[src/hw/rtl/nns_div.sv]
// Restoring divider, one quotient bit per cycle. The caller guarantees that
// the quotient fits in QW bits.
module nns_div #(
    parameter int NW = 22,
    parameter int DW = 12,
    parameter int QW = 10
) (
    input  logic          clk,
    input  logic          rst_n,
    input  logic          start,
    input  logic [NW-1:0] dividend,
    input  logic [DW-1:0] divisor,
    output logic          busy,
    output logic [QW-1:0] quotient
);
    localparam int CW    = (NW > DW + QW) ? NW : DW + QW;
    localparam int CNT_W = $clog2(QW + 1);

    logic [CW-1:0]    rem_reg, rem_next;
    logic [CW-1:0]    dsh_reg, dsh_next;
    logic [QW-1:0]    q_reg, q_next;
    logic [CNT_W-1:0] cnt_reg, cnt_next;
    logic             busy_reg, busy_next;
    logic             ge;
    logic [CW-1:0]    diff;

    assign ge   = (rem_reg >= dsh_reg);
    assign diff = rem_reg - dsh_reg;

    // Load operands on start, then subtract the shifted divisor where it fits
    always_comb
    begin
        rem_next  = rem_reg;
        dsh_next  = dsh_reg;
        q_next    = q_reg;
        cnt_next  = cnt_reg;
        busy_next = busy_reg;
        if (start)
        begin
            rem_next  = CW'(dividend);
            dsh_next  = CW'(divisor) << (QW - 1);
            q_next    = '0;
            cnt_next  = CNT_W'(QW);
            busy_next = 1'b1;
        end
        else if (busy_reg)
        begin
            rem_next = ge ? diff : rem_reg;
            dsh_next = dsh_reg >> 1;
            q_next   = QW'({q_reg, ge});
            cnt_next = cnt_reg - CNT_W'(1);
            if (cnt_reg == CNT_W'(1))
            begin
                busy_next = 1'b0;
            end
        end
    end

    always_ff @(posedge clk or negedge rst_n)
    begin
        if (!rst_n)
        begin
            busy_reg <= 1'b0;
            cnt_reg  <= '0;
        end
        else
        begin
            busy_reg <= busy_next;
            cnt_reg  <= cnt_next;
        end
    end

    always_ff @(posedge clk)
    begin
        rem_reg <= rem_next;
        dsh_reg <= dsh_next;
        q_reg   <= q_next;
    end

    assign busy     = busy_reg;
    assign quotient = q_reg;
endmodule

[config.mk]
export PLATFORM = sky130hd
export DESIGN_NAME = nns_div
export DESIGN_NICKNAME = d
export VERILOG_FILES = /design/src/hw/rtl/nns_div.sv
export SDC_FILE = /design/constraint.sdc
export NUM_CORES = 1
export LEC_CHECK = 0
export BUFFER_PORTS_ARGS = -buffer_cell sky130_fd_sc_hd__buf_2
export CELL_PAD_IN_SITES_DETAIL_PLACEMENT = 1
export CELL_PAD_IN_SITES_GLOBAL_PLACEMENT = 1
export CORE_ASPECT_RATIO = 0.6
export CORE_MARGIN = 2
export CORE_UTILIZATION = 26
export DETAILED_ROUTE_END_ITERATION = 8
export PLACE_DENSITY = 0.56
export SYNTH_ARGS = -nofsm -noshare
export SYNTH_HDL_FRONTEND = slang
export SYNTH_SLANG_ARGS = --single-unit
[constraint.sdc]
create_clock -name clk -period 4.8 [get_ports clk]
set_clock_uncertainty 0.2 [all_clocks]
set_input_delay 0.96 -clock clk [delete_from_list [all_inputs] [get_ports clk]]
set_output_delay 0.96 -clock clk [all_outputs]
set_load 0.01 [all_outputs]
Word-level counts from Yosys, hierarchy flattened. Cells that the tools add are included.

Add/subtract/negate cells: 2. Order comparisons: 1. Equality and inequality tests: 1. Multiplexer cells: 10. Reductions and logical operators: 3.

Operators with widths (count): $mux 22 (3); $mux 21 (2); $ge 22x21->1 (1); $sub 22x21->22 (1); $mux 4 (2); $eq 4x1->1 const B (1); $reduce_bool 2->1 (2); $sub 4x1->4 const B (1); $mux 1 (3); $reduce_and 2->1 (1).

Bits in registers: 58. Input port bits: 37. Output and inout bits: 11. Logic and storage cells: 23.

Logic depth before layout (Yosys ltp).
Depth in word-level cells: 4. Depth in mapped cells: 9. Gate-level depth less buffers: 9.

Worst setup path after synthesis. Ideal clock, no wire load.

Kind: register to register. From: reg rem_reg[0]. To: reg rem_reg[0] (enable). Library setup time: 0.378 ns. Arrival time: 2.364 ns. Data required time: 4.222 ns. Path slack: 1.858 ns. Cell stages (with the launch flop): 10. Buffers on the path: 0. Period minus slack after synthesis: 2.942 ns. Cell sequence: edfxtp_1 > inv_1 > ha_1 > fa_1 > nor2b_1 > o211ai_1 > a21oi_2 > a21oi_1 > o31ai_1 > a21o_1.

Longest elaborated chain between the ends: 3.

Ends and longest elaborated chain: from (decl) (line 19) `logic [CW-1:0] rem_reg, rem_next;`; from (signal assigned) (line 75) `rem_reg <= rem_next;`; $ge 22x21->1 (line 27) `assign ge = (rem_reg >= dsh_reg);`; $reduce_bool 2->1 (no source line); $reduce_and 2->1 (no source line).

Every way passes these cells. A chain may end at the register's enable or synchronous reset.

Worst setup path after layout.
From: reg rem_reg[0]. To: reg rem_reg[10] (enable).

The elaborated chain is that of the path after synthesis.

==> impl_metrics.env <==
export IMPL_power_ir_vdd_worst_mv=0.162
export IMPL_yosys_area_top_type_share_pct=27.4
export IMPL_most_used_flip_flop_cell_after_synthesis="sky130_fd_sc_hd__edfxtp_1"
export IMPL_power_net_switching_mw=1.15
export IMPL_maximum_number_of_pins_on_one_net_before_global_route_repair=53
export IMPL_grt_setup_unrepaired="false"
export IMPL_synth_area_per_cell_um2=8.98
export IMPL_h_tree_depth=3
export IMPL_drive_above_1_share_pct=15.9
export IMPL_final_period_utilization_pct=71.9
export IMPL_p_comb_share_pct=48.9
export IMPL_sequential_cell_area_mm2=0.00153
export IMPL_critical_path_max_stage_delay_ns=0.47
export IMPL_cts_buffers_inserted=9
export IMPL_die_area_mm2=0.0153
export IMPL_fp_coreArea_mm2=0.0138
export IMPL_arrival_ns=3.27
export IMPL_finalWorstPathRequiredPeriod_ns=3.45
export IMPL_clock_sink_count=58
export IMPL_antenna_found_initial=0
export IMPL_regToRegStartpoint="rem_reg[0]"
export IMPL_die_y_um=96.7
export IMPL_cts_max_path_buffers=2
export IMPL_grt_overflow_total=0
export IMPL_setup_crit_start_kind="register"
export IMPL_relative_slew_slack_pct=58.0
export IMPL_hold_buffers=0
export IMPL_tritoncts_clock_tree="yes"
export IMPL_initial_utilization_pct=26.9
export IMPL_ys_warn_count=0
export IMPL_vias=3151
export IMPL_slew_viol_final=0
export IMPL_report_final_hold_viol_count=0
export IMPL_multiInputGateArea_mm2=0.00198
export IMPL_yosys_cell_count_top_type="sky130_fd_sc_hd__nand2_1"
export IMPL_cts_resized_gates=0
export IMPL_cp_cell_sequence="inv_1 > ha_1 > fa_1 > nor2b_1 > o211ai_1 > a21oi_2 > a21oi_1 > o31ai_1 > a21o_1 > buf_4"
export IMPL_clock_root_buffer="sky130_fd_sc_hd__clkbuf_16"
export IMPL_tightestPinTransition_ns=0.630
export IMPL_nFillCells=1637
export IMPL_regToRegEndpoint="rem_reg[10]"
export IMPL_cts_setup_buffers=0
export IMPL_cp_required_ns=4.62
export IMPL_setup_reg_to_reg_worst_slack_ns=1.35
export IMPL_avgViaCountPerCell=4.84
export IMPL_report_final_setup_viol=0
export IMPL_ys_seq_elements=58
export IMPL_syn_area_mm2=0.00373
export IMPL_critPathMaxFanout=12
export IMPL_io_pin_count=48
export IMPL_drv_max_cap_violation_count=0
export IMPL_share_clk_of_total_power_pct=24.1
export IMPL_antenna_left=0
export IMPL_synth_edff_count=34
export IMPL_finalWeightedCongestion=0.807
export IMPL_clk_latency_ns=0.33
export IMPL_clk_pin_slew_ns=0.06
export IMPL_seq_area_frac_synth_pct=41.0
export IMPL_areaGrowthSynthToFinish_pct=19.0
export IMPL_setup_tns_final_ns=0
export IMPL_finish_utilization_pct=32.1
export IMPL_leakage_nw=1.94
export IMPL_synth_cell_type_count=59
export IMPL_status="finished clean"
export IMPL_internal_power_mw=1.61
export IMPL_routed_wl_mm=11.1
export IMPL_number_of_core_rows=33
export IMPL_post_drt_wl_per_cell_um=17.0
export IMPL_main_area_contributors_after_synthesis="sky130_fd_sc_hd__edfxtp_1, sky130_fd_sc_hd__dfxtp_1, sky130_fd_sc_hd__ha_1, sky130_fd_sc_hd__nand2_1, sky130_fd_sc_hd__mux2i_1"
export IMPL_mappedNetlistNets=476
export IMPL_vias_in_the_first_global_route=3164
export IMPL_num_antenna_cells=0
export IMPL_detailedRoute_firstIterationViolations=186
export IMPL_grt_pass1_wl_mm=17.7
export IMPL_synth_cells_most_frequent="sky130_fd_sc_hd__nand2_1, sky130_fd_sc_hd__nor2_1, sky130_fd_sc_hd__edfxtp_1"
export IMPL_route_detailed_drc=0
export IMPL_sequentialPowerShare_pct=27.0
export IMPL_hpwl_mm=8.23
export IMPL_dr_pass1_iters=4
export IMPL_largest_register_ffs=22
export IMPL_holdCritPathClass="in2async"
export IMPL_max_freq_mhz=290
export IMPL_synth_async_sr_flop_share_pct=8.62
export IMPL_timing_critical_path_to_type="register"
export IMPL_setup_worst_path_start="rem_reg[0]"
export IMPL_synth_top_cell_by_area="sky130_fd_sc_hd__edfxtp_1"
export IMPL_power_density_cells_mw_per_mm2=622
export IMPL_synth_cells=415
export IMPL_global_route_usage_total_pct=15.2
export IMPL_power_mw=2.76
export IMPL_place_port_buffers=47
export IMPL_switching_share_pct=41.7
export IMPL_critical_path_class="reg2reg"
export IMPL_critPathSlowestCell="sky130_fd_sc_hd__a21o_1"
export IMPL_rr_worst_depth=10
export IMPL_design_final_nets=515
export IMPL_die_width_um=159
[worst max-delay path: cells and delay by family, from the launching register on]
kind / cells / cell delay (ns)
buf+inv: 2 / 0.38
simple gates: 1 / 0.18
compound gates: 5 / 1.42
fa+ha+maj: 2 / 0.63
flops: 1 / 0.33
[logic make-up after synthesis]
family | synth area share (%)
buffers and inverters | 5.78
muxes | 5.10
AOI/OAI and AO/OA | 18.8
and+or+nand+nor | 18.0
DFF | 41.0
adders and majority gates | 8.26
xor gates and xnor gates | 3.06
[cell usage in the layout (no fill, tap or decap), drive strengths merged, types with 4 or more instances in the layout]
| cell | count |
|---|---|
| o211ai | 4 |
| nand2 | 52 |
| buf | 51 |
| o31ai | 7 |
| xor2 | 6 |
| clkbuf | 13 |
| o21ai | 32 |
| a22o | 4 |
| xnor2 | 7 |
| o21a | 6 |
| mux2i | 19 |
| nand3 | 18 |
| inv | 30 |
| a211oi | 5 |
| dfxtp | 19 |
| a21oi | 21 |
| nor2 | 37 |
| nor3 | 10 |
| ha | 23 |
| nand4 | 7 |
| dfrtp | 5 |
| a21o | 4 |
| edfxtp | 34 |
[metrics by stage]
| step | instance area, µm² | cells | setup WS, ns | hold WS [ns] |
|---|---|---|---|---|
| 5_1_grt | 4430 | 651 | 1.09 | 0.225 |
| 3_5_place_dp | 4130 | 635 | 1.35 | 0.283 |
| 6_report | 4430 | 651 | 1.35 | 0.229 |
| 2_1_floorplan | 3730 | 415 | 1.86 | 0.265 |
| 4_1_cts | 4430 | 651 | 1.32 | 0.222 |
| 3_3_place_gp | 4130 | 635 | 1.48 | 0.268 |
[power groups by stage]
stage	sequential (mW)	combinational, mW	clock (mW)
4_1_cts	0.747	1.34	0.678
5_1_grt	0.758	1.52	0.697
3_5_place_dp	0.755	1.33	0
2_1_floorplan	0.741	0.992	0
6_report	0.744	1.35	0.664
3_3_place_gp	0.749	1.31	0
[per-layer routing]
| metal | wire length (µm) | vias to the layer above | GRT usage, % |
|---|---|---|---|
| li1 | - | 1568 | - |
| met1 | 6130 | 1506 | 24.1 |
| met3 | 605 | 12 | 4.03 |
| met4 | 122 | 0 | 3.81 |
| met5 | 0 | - | 0 |
| met2 | 4240 | 65 | 19.8 |
[worst max-delay path by stage]
stage / end / cells after the start
2_1_floorplan: rem_reg[0] / 9
3_3_place_gp: rem_reg[10] / 10
3_5_place_dp: rem_reg[10] / 10
4_1_cts: rem_reg[14] / 10
5_1_grt: rem_reg[14] / 10
6_report: rem_reg[10] / 10
[area by class of cell]
| cell class | count | share of cell area, % |
|---|---|---|
| Tap cell | 192 | 5.42 |
| Clock buffer | 13 | 6.60 |
| Sequential cell | 58 | 34.4 |
| Inverter | 29 | 2.45 |
| Timing Repair Buffer | 51 | 5.98 |
| Clock inverter | 3 | 0.367 |
| Multi-Input combinational cell | 305 | 44.8 |
Power figures use the tool's default switching activity.
